[src/blca_pkg.sv]
// Shared sizes, codes and request types of the tree ancestor engine.
package blca_pkg;

  // Tree and table sizes
  localparam int MAX_NODES = 1024;
  localparam int LEVELS    = 11;
  localparam int NODE_W    = $clog2(MAX_NODES);
  localparam int LVL_W     = $clog2(LEVELS);
  localparam int CNT_W     = $clog2(MAX_NODES + 1);
  localparam int DEPTH_W   = 10;
  localparam int STEP_W    = 10;
  localparam int FIELD_W   = 10;
  localparam int JT_DEPTH  = LEVELS * MAX_NODES;
  localparam int JT_AW     = LVL_W + NODE_W;

  // Step bits at table level LEVELS and above are ignored
  localparam logic [STEP_W-1:0] STEP_MASK =
    (LEVELS >= STEP_W) ? {STEP_W{1'b1}} : STEP_W'((1 << LEVELS) - 1);

  // Request kinds carried in s_tuser
  typedef enum logic [1:0] {
    ACT_WRITE = 2'd0,
    ACT_BUILD = 2'd1,
    ACT_QUERY = 2'd2,
    ACT_JUMP  = 2'd3
  } action_t;

  // Result kinds carried in m_tuser
  localparam logic KIND_LCA  = 1'b0;
  localparam logic KIND_JUMP = 1'b1;

  // One input request
  typedef struct packed {
    action_t              action;
    logic [FIELD_W-1:0]   node;
    logic [FIELD_W-1:0]   other_node;
    logic [DEPTH_W-1:0]   node_depth;
    logic [STEP_W-1:0]    steps;
  } item_t;

  // Jump table port request
  typedef struct packed {
    logic              we;
    logic [JT_AW-1:0]  waddr;
    logic [NODE_W-1:0] wdata;
    logic [JT_AW-1:0]  raddr;
  } jt_req_t;

  // Depth store port request
  typedef struct packed {
    logic               we;
    logic [NODE_W-1:0]  waddr;
    logic [DEPTH_W-1:0] wdata;
    logic [NODE_W-1:0]  raddr;
  } dp_req_t;

endpackage

[src/blca_engine.sv]
// Sequencer that walks the jump table for writes, builds, jumps and lca queries.
module blca_engine
  import blca_pkg::*;
(
  input  logic               clk,
  input  logic               rst,
  input  logic               in_valid,
  output logic               in_ready,
  input  item_t              in_item,
  input  logic [CNT_W-1:0]   node_count,
  output jt_req_t            jt,
  input  logic [NODE_W-1:0]  jt_rdata,
  output dp_req_t            dp,
  input  logic [DEPTH_W-1:0] dp_rdata,
  output logic               out_valid,
  input  logic               out_ready,
  output logic [NODE_W-1:0]  out_node,
  output logic               out_kind
);

  typedef enum logic [3:0] {
    S_IDLE,
    S_B_ADDR,
    S_B_HOP,
    S_B_STORE,
    S_Q_DB,
    S_Q_CMP,
    S_C_STEP,
    S_C_WAIT,
    S_D_RA,
    S_D_RB,
    S_D_CMP,
    S_F_WAIT,
    S_DONE
  } state_t;

  state_t             state;
  logic [NODE_W-1:0]  a_node;
  logic [NODE_W-1:0]  b_node;
  logic [NODE_W-1:0]  ca;
  logic [NODE_W-1:0]  res;
  logic [NODE_W-1:0]  j;
  logic [LVL_W-1:0]   lvl;
  logic [STEP_W-1:0]  rem;
  logic [DEPTH_W-1:0] da;
  logic               kind;

  logic [NODE_W-1:0]  in_a;
  logic [NODE_W-1:0]  in_b;
  logic [CNT_W-1:0]   cnt;
  logic [CNT_W-1:0]   j_inc;
  logic               last_j;
  logic [LVL_W-1:0]   lvl_dn;
  logic               differ;
  logic [NODE_W-1:0]  a_next;
  logic [NODE_W-1:0]  b_next;

  // Reduce indices to the table and saturate the build count
  assign in_a   = in_item.node[NODE_W-1:0];
  assign in_b   = in_item.other_node[NODE_W-1:0];
  assign cnt    = (node_count > CNT_W'(MAX_NODES)) ? CNT_W'(MAX_NODES) : node_count;
  assign j_inc  = {1'b0, j} + CNT_W'(1);
  assign last_j = (j_inc == cnt);
  assign lvl_dn = lvl - LVL_W'(1);

  // Descent compare: move both nodes while their ancestors differ
  assign differ = (ca != jt_rdata);
  assign a_next = differ ? ca : a_node;
  assign b_next = differ ? jt_rdata : b_node;

  assign in_ready = (state == S_IDLE);

  // Memory requests
  always_comb begin
    jt       = '0;
    jt.raddr = {lvl, a_node};
    dp       = '0;
    dp.raddr = a_node;
    case (state)
      S_IDLE: begin
        dp.raddr = in_a;
        if (in_valid && in_item.action == ACT_WRITE) begin
          jt.we    = 1'b1;
          jt.waddr = {LVL_W'(0), in_a};
          jt.wdata = in_b;
          dp.we    = 1'b1;
          dp.waddr = in_a;
          dp.wdata = in_item.node_depth;
        end
      end
      S_Q_DB:   dp.raddr = b_node;
      S_B_ADDR: jt.raddr = {lvl_dn, j};
      S_B_HOP:  jt.raddr = {lvl_dn, jt_rdata};
      S_B_STORE: begin
        jt.we    = 1'b1;
        jt.waddr = {lvl, j};
        jt.wdata = jt_rdata;
        jt.raddr = {lvl_dn, j_inc[NODE_W-1:0]};
      end
      S_D_RB:   jt.raddr = {lvl, b_node};
      // After the bottom level, fetch the parent of the final node
      S_D_CMP:  jt.raddr = {(lvl == '0) ? lvl : lvl_dn, a_next};
      default:  jt.raddr = {lvl, a_node};
    endcase
  end

  // Sequencer state and result register
  always_ff @(posedge clk) begin
    if (rst) begin
      state     <= S_IDLE;
      out_valid <= 1'b0;
    end else begin
      if (out_valid && out_ready && state != S_DONE) begin
        out_valid <= 1'b0;
      end
      case (state)
        S_IDLE: begin
          if (in_valid) begin
            a_node <= in_a;
            b_node <= in_b;
            lvl    <= (in_item.action == ACT_BUILD) ? LVL_W'(1) : LVL_W'(0);
            rem    <= in_item.steps & STEP_MASK;
            case (in_item.action)
              ACT_BUILD: begin
                j   <= '0;
                if (cnt != '0) begin
                  state <= S_B_ADDR;
                end
              end
              ACT_QUERY: begin
                kind  <= KIND_LCA;
                state <= S_Q_DB;
              end
              ACT_JUMP: begin
                kind  <= KIND_JUMP;
                state <= S_C_STEP;
              end
              default: state <= S_IDLE;
            endcase
          end
        end
        // Build: two chained reads of the level below, then store
        S_B_ADDR: state <= S_B_HOP;
        S_B_HOP:  state <= S_B_STORE;
        S_B_STORE: begin
          if (!last_j) begin
            j     <= j_inc[NODE_W-1:0];
            state <= S_B_HOP;
          end else if (lvl == LVL_W'(LEVELS - 1)) begin
            state <= S_IDLE;
          end else begin
            lvl   <= lvl + LVL_W'(1);
            j     <= '0;
            state <= S_B_ADDR;
          end
        end
        // Query: fetch both depths, lift the deeper node
        S_Q_DB: begin
          da    <= dp_rdata;
          state <= S_Q_CMP;
        end
        S_Q_CMP: begin
          if (da < dp_rdata) begin
            a_node <= b_node;
            b_node <= a_node;
            rem    <= STEP_W'(dp_rdata - da) & STEP_MASK;
          end else begin
            rem    <= STEP_W'(da - dp_rdata) & STEP_MASK;
          end
          lvl   <= LVL_W'(0);
          state <= S_C_STEP;
        end
        // Climb: one table read per set step bit
        S_C_STEP: begin
          if (rem == '0) begin
            if (kind == KIND_JUMP || a_node == b_node) begin
              res   <= a_node;
              state <= S_DONE;
            end else begin
              lvl   <= LVL_W'(LEVELS - 1);
              state <= S_D_RA;
            end
          end else if (rem[0]) begin
            state <= S_C_WAIT;
          end else begin
            rem <= rem >> 1;
            lvl <= lvl + LVL_W'(1);
          end
        end
        S_C_WAIT: begin
          a_node <= jt_rdata;
          rem    <= rem >> 1;
          lvl    <= lvl + LVL_W'(1);
          state  <= S_C_STEP;
        end
        // Descend: read both ancestors per level, top level first
        S_D_RA: state <= S_D_RB;
        S_D_RB: begin
          ca    <= jt_rdata;
          state <= S_D_CMP;
        end
        S_D_CMP: begin
          a_node <= a_next;
          b_node <= b_next;
          lvl    <= lvl_dn;
          state  <= (lvl == '0) ? S_F_WAIT : S_D_RB;
        end
        S_F_WAIT: begin
          res   <= jt_rdata;
          state <= S_DONE;
        end
        // Hand the result to the output register once it is free
        S_DONE: begin
          if (!out_valid || out_ready) begin
            out_valid <= 1'b1;
            out_node  <= res;
            out_kind  <= kind;
            state     <= S_IDLE;
          end
        end
        default: state <= S_IDLE;
      endcase
    end
  end

endmodule

[config.mk]
export PLATFORM = sky130hd
export DESIGN_NAME = blca_engine
export DESIGN_NICKNAME = d
export VERILOG_FILES = /design/src/blca_pkg.sv /design/src/blca_engine.sv
export SDC_FILE = /design/constraint.sdc
export NUM_CORES = 1
export LEC_CHECK = 0
export BUFFER_PORTS_ARGS = -buffer_cell sky130_fd_sc_hd__buf_2
export CAP_MARGIN = 10
export CELL_PAD_IN_SITES_DETAIL_PLACEMENT = 1
export CELL_PAD_IN_SITES_GLOBAL_PLACEMENT = 2
export CORE_MARGIN = 4
export CORE_UTILIZATION = 34
export CTS_BUF_LIST = sky130_fd_sc_hd__clkbuf_4
export CTS_CLUSTER_SIZE = 40
export DETAILED_ROUTE_END_ITERATION = 7
export PLACE_DENSITY_LB_ADDON = 0.05
export SLEW_MARGIN = 20
export SYNTH_ARGS = -nofsm -noshare
export SYNTH_HDL_FRONTEND = slang
export SYNTH_SLANG_ARGS = --single-unit
export TNS_END_PERCENT = 50
[constraint.sdc]
create_clock -name clk -period 4 [get_ports clk]
set_clock_uncertainty 0.1 [all_clocks]
set_input_delay 0.6 -clock clk [delete_from_list [all_inputs] [get_ports clk]]
set_output_delay 0.6 -clock clk [all_outputs]
set_load 0.1 [all_outputs]
Yosys cells after proc, flatten, opt, wreduce, memory -nomap -nowiden
Cells that the tools add are included.

Bits in registers: 91. Bits in latches: 0. Bits in writable memories: 0. ROM bits: 0. Logic and storage cells: 141. Memories kept: 0.

$add $sub $neg: 5. $mul: 0. Div/mod/pow operators: 0. Order comparisons: 2. Equality and inequality tests: 36. Shifts and indexed selects: 0. Mux-type cells: 52. Bitwise gates (word level): 1. Reduce and logical (&&, ||, !) cells: 31.

Operators with widths (count): 2-to-1 mux 10 bit (16); case mux 10 bit (4 select lines) (2); case mux 14 bit (5 select lines) (1); case mux 10 bit (2 select lines) (3); case mux 25 bit (2 select lines) (1); 2-to-1 mux 4 bit (12); case mux 4 bit (12 select lines) (1); 2-to-1 mux 21 bit (2); case mux 10 bit (3 select lines) (1); 2-to-1 mux 25 bit (1); == test 4 bit (second input constant) (6); case mux 4 bit (6 select lines) (1); != test 2 bit (second input constant) (10); AND reduction 4 bit (5); subtractor 10 bit (2); == test 4 x 3 -> 1 bit (second input constant) (4); AND reduction 5 bit (3); != test 3 bit (second input constant) (4); case mux 4 bit (3 select lines) (1); adder 10 x 1 -> 11 bit (second input constant) (1); == test 11 bit (1); > comparator 11 bit (second input constant) (1); 2-to-1 mux 11 bit (1); nonzero test 11 bit (1); other kinds (31) (46).

Longest topological paths before layout
Word-level depth: 7. Depth in mapped cells: 13.

Worst setup path after synthesis
OpenSTA, ideal clock, no wires.

Kind: flip-flop to output port. Start: reg state[0]. End: out dp[11] (netlist bit). Arrival time: 3.906 ns. Data required time: 3.300 ns. Path slack: -0.606 ns. Cell stages (with the launch flop): 7. Path buffers: 1. Cell sequence: dfxtp_1 -> or4_1 -> inv_1 -> nand2_1 -> nor3_1 -> clkbuf_1 -> and2_1.

RTL lines: start: declaration (RTL line blca_engine.sv:37) `state_t state;`; start signal: assignment (RTL line blca_engine.sv:206) `state <= (lvl == '0) ? S_F_WAIT : S_D_RB;`; end: declaration (RTL line blca_engine.sv:13) `output dp_req_t dp,`.

==> impl_metrics.ini <==
[status]
status = completed

[sta]
hold_viol = 0
setup_viol = 0
max-slew-margin-rel = 0.407
rsz0062_at_grt = false
min_period_ns = 3.79
maxSlewViolCount = 0
timing.final.crit_share = 0.948
worst_pin_slew_ns = 0.886
fmax_mhz = 264

[critical_path]
endpoint = dp[21]
cp_slowest_stage_delay_ns = 0.72
cp_slowest_cell = or4_1
r2r_setup_slack_ns = 0.59
reg2reg_to = lvl[3]
worstPathCellList = or4_1 > inv_1 > nand2_1 > nor3_2 > buf_6 > and2_2 > buf_2
critical_path_class = reg2out
path_max_fanout = 32
cp-start-kind = flip-flop
worstSetupEndpointType = output pin
startpoint = state[3]
worstPathArrival_ns = 3.09
worstPathRequired_ns = 3.30
reg2reg_depth = 8
r2r-start = j[0]

[clocking]
cts_buffers = 9
root_buffer = clkbuf_4
cts.sinks = 91
clk_pin_slew_worst_paths_ns = 0.17
clk_latency_ns = 0.51
h-tree-depth = 3
cts_buffer_depth = 2
postCtsSetupBuffers = 0
ctsHoldBuffers = 0
cts_tree = built

[detailed_routing]
drt_iter0_drc = 440
drc = 0
avgRoutedWirePerCell_microns = 21.8
postRouteAntennaNets = 0
vias = 6472
avgViaCountPerCell = 5.56
drt-total-wl_mm = 25.3
firstDrtPassIters = 5

[floorplan]
coreArea_sq_um = 20200
start_util = 0.346
die_height_microns = 151
die_w_microns = 151
rows = 52
io_pins = 160
die_area_sq_um = 22900

[placed_design]
portBuffers = 159
place.gp.congestion = 0.864
dpl.hpwl_mm = 20.1
place_area_sq_um = 8220

[yosys]
synth.area.mux_share = 0.0614
async_flop_share = 0
ys.flop_type = edfxtp_1
synth_cell_types = 70
ys_seq_area_frac = 0.385
syn_nets = 842
postSynthCellCount = 740
synthXorXnorAreaFrac = 0.0575
synth_fa_ha_area_frac = 0.0470
synth-simple-area-share = 0.185
synth_seq_cells = 91
avgSynthCellArea_sq_um = 9.42
synth_compound_area_frac = 0.216
ys_warn_count = 0
synth_top_family_by_area = compound AO/OA/AOI/OAI gates
synth_area_sq_um = 6970
synth_edf_count = 86

[power]
leakage_nw = 3.58
ir_drop_mv = 0.258
p_per_area_nw_per_um2 = 666
pwr-share-clk = 0.100
power_frac_comb = 0.644
switchingPower_mw = 3.37
seqPwrFrac = 0.256
power.internal_mw = 2.22
swShare = 0.602

[cells_and_area]
fin_area_sq_um = 8400
register_area_sq_um = 2680
multi_input_area_sq_um = 4000
drive_above_1_share = 0.278
nFillCells = 2380
finalNetCount = 989
area_growth_pct = 20.5
utilization = 0.416

[grt]
antenna_found_initial = 1
grt-ovfl-total = 0
grt_pass1_wl_mm = 38.8
gr-usage-all-layers = 0.222
grt_pass1_vias = 6748
grt_max_degree = 33

[hold_path]
hold_class = in2reg

[job]
cap_violations = 0
==> metal layers <==
metal | track usage | up-vias | share of wire | wire, microns
met2 | 0.378 | 177 | 0.50 | 12500
li1 | - | 3053 | - | -
met3 | 0.0416 | 31 | 0.045 | 1130
met1 | 0.288 | 3211 | 0.44 | 11100
met5 | 0 | - | 0 | 0
met4 | 0.0648 | 0 | 0.022 | 558
==> cell usage after synthesis (all sizes together), types with 8 or more instances <==
master | instances | area (sq um)
a222oi | 9 | 90.1
xnor2 | 21 | 184
and2 | 28 | 175
a21boi | 9 | 67.6
a21oi | 47 | 235
a22oi | 19 | 143
a21o | 21 | 158
nand2b | 11 | 71.3
nor2 | 69 | 259
clkbuf | 37 | 140
nand2 | 59 | 221
a211o | 9 | 78.8
buf | 11 | 70.1
o21ai | 20 | 100
xor2 | 17 | 149
mux2 | 14 | 158
a31oi | 8 | 50.1
ha | 23 | 288
nand3 | 12 | 72.6
and3 | 10 | 62.6
a22o | 11 | 96.3
nor3 | 13 | 65.1
mux2i | 27 | 270
nor2b | 12 | 75.1
edfxtp | 86 | 2580
a221oi | 12 | 105
inv | 33 | 124
==> flip-flops by register name (all words and copies together) (netlist names) <==
name and flops:
a_node 10, b_node 10, ca 10, da 10, j 10, kind 1, lvl 4, out_kind 1
out_node 10, out_valid 1, rem 10, res 10, state 4
==> cell families (layout without fill, tap and decap cells) <==
family | count (synthesis) | in the layout
other | 0 | 1
flip-flops | 91 | 91
multiplexers | 41 | 41
adder cells (fa/ha/maj) | 25 | 25
AND/OR/NAND/NOR | 253 | 253
buffers and inverters | 81 | 233
AO/OA/AOI/OAI | 208 | 208
XOR/XNOR | 41 | 41
==> power by group through the flow <==
stage	combinational, mW	sequential, mW	clock [mW]
final	3.60	1.43	0.560
after global routing	3.80	1.45	0.618
after CTS	3.60	1.43	0.579
after detailed placement	3.60	1.45	0
after global placement	3.56	1.44	0
after floorplan	2.85	1.36	0
==> per-stage QoR <==
step	setup WS [ns]	hold slack, ns	setup TNS, ns	total power [mW]	cells
after floorplan	-0.263	0.300	-1.90	4.20	740
after global placement	0.620	0.306	0	5.01	1146
after detailed placement	0.574	0.308	0	5.05	1146
after CTS	0.0141	0.131	0	5.61	1162
after global routing	0.00240	0.101	0	5.87	1163
final	0.207	0.161	0	5.59	1163
==> critical path: cells and delay by family (launching register included) <==
kind	cells	cell delay [ns]
buffers and inverters	3	0.83
AND/OR/NAND/NOR	4	1.24
flip-flops	1	0.51
==> worst min-delay path by stage <==
stage / startpoint / to / slack, ns / cells past startpoint
finish: dp_rdata[9] / da[9] / 0.16 / 1
global route: dp_rdata[9] / da[9] / 0.10 / 1
CTS: dp_rdata[9] / da[9] / 0.13 / 1
detailed placement: res[8] / out_node[8] / 0.31 / 0
global placement: res[8] / out_node[8] / 0.31 / 0
floorplan: res[0] / out_node[0] / 0.30 / 0
==> layout make-up <==
type / count / area share
multi-input combinational: 568 / 0.476
sequential: 91 / 0.320
timing repair buffer: 184 / 0.131
tap: 270 / 0.0402
inverter: 33 / 0.0148
clock inverter: 7 / 0.00969
clock buffer: 9 / 0.00805
antenna: 1 / 0.000298
==> layout by cell type, fill, tap and decap left out, types with 10 or more instances in the layout <==
cell type | netlist | layout
inv_1 | 33 | 33
o21ai_0 | 20 | 20
edfxtp_1 | 86 | 86
and2_2 | 0 | 16
a21oi_1 | 47 | 47
nand3_1 | 11 | 11
buf_4 | 2 | 24
nand2_1 | 59 | 59
mux2_2 | 14 | 14
ha_1 | 23 | 23
nor2_1 | 69 | 68
xor2_1 | 17 | 17
buf_2 | 5 | 148
and2_1 | 28 | 12
a22oi_1 | 19 | 19
nand2b_1 | 10 | 10
clkbuf_4 | 0 | 13
xnor2_1 | 21 | 21
a22o_1 | 11 | 11
a21o_1 | 21 | 21
nor3_1 | 13 | 12
mux2i_1 | 27 | 27
nor2b_1 | 12 | 12
and3_1 | 10 | 10
a221oi_1 | 12 | 12
==> repair_timing <==
| item | 4_1_cts | 5_1_grt |
|---|---|---|
| setup endpoints to repair | 0 | 23 |
| resized for setup | 0 | 5 |
| endpoints found under the hold margin | 0 | 0 |
(Power assumes the default switching activity.)
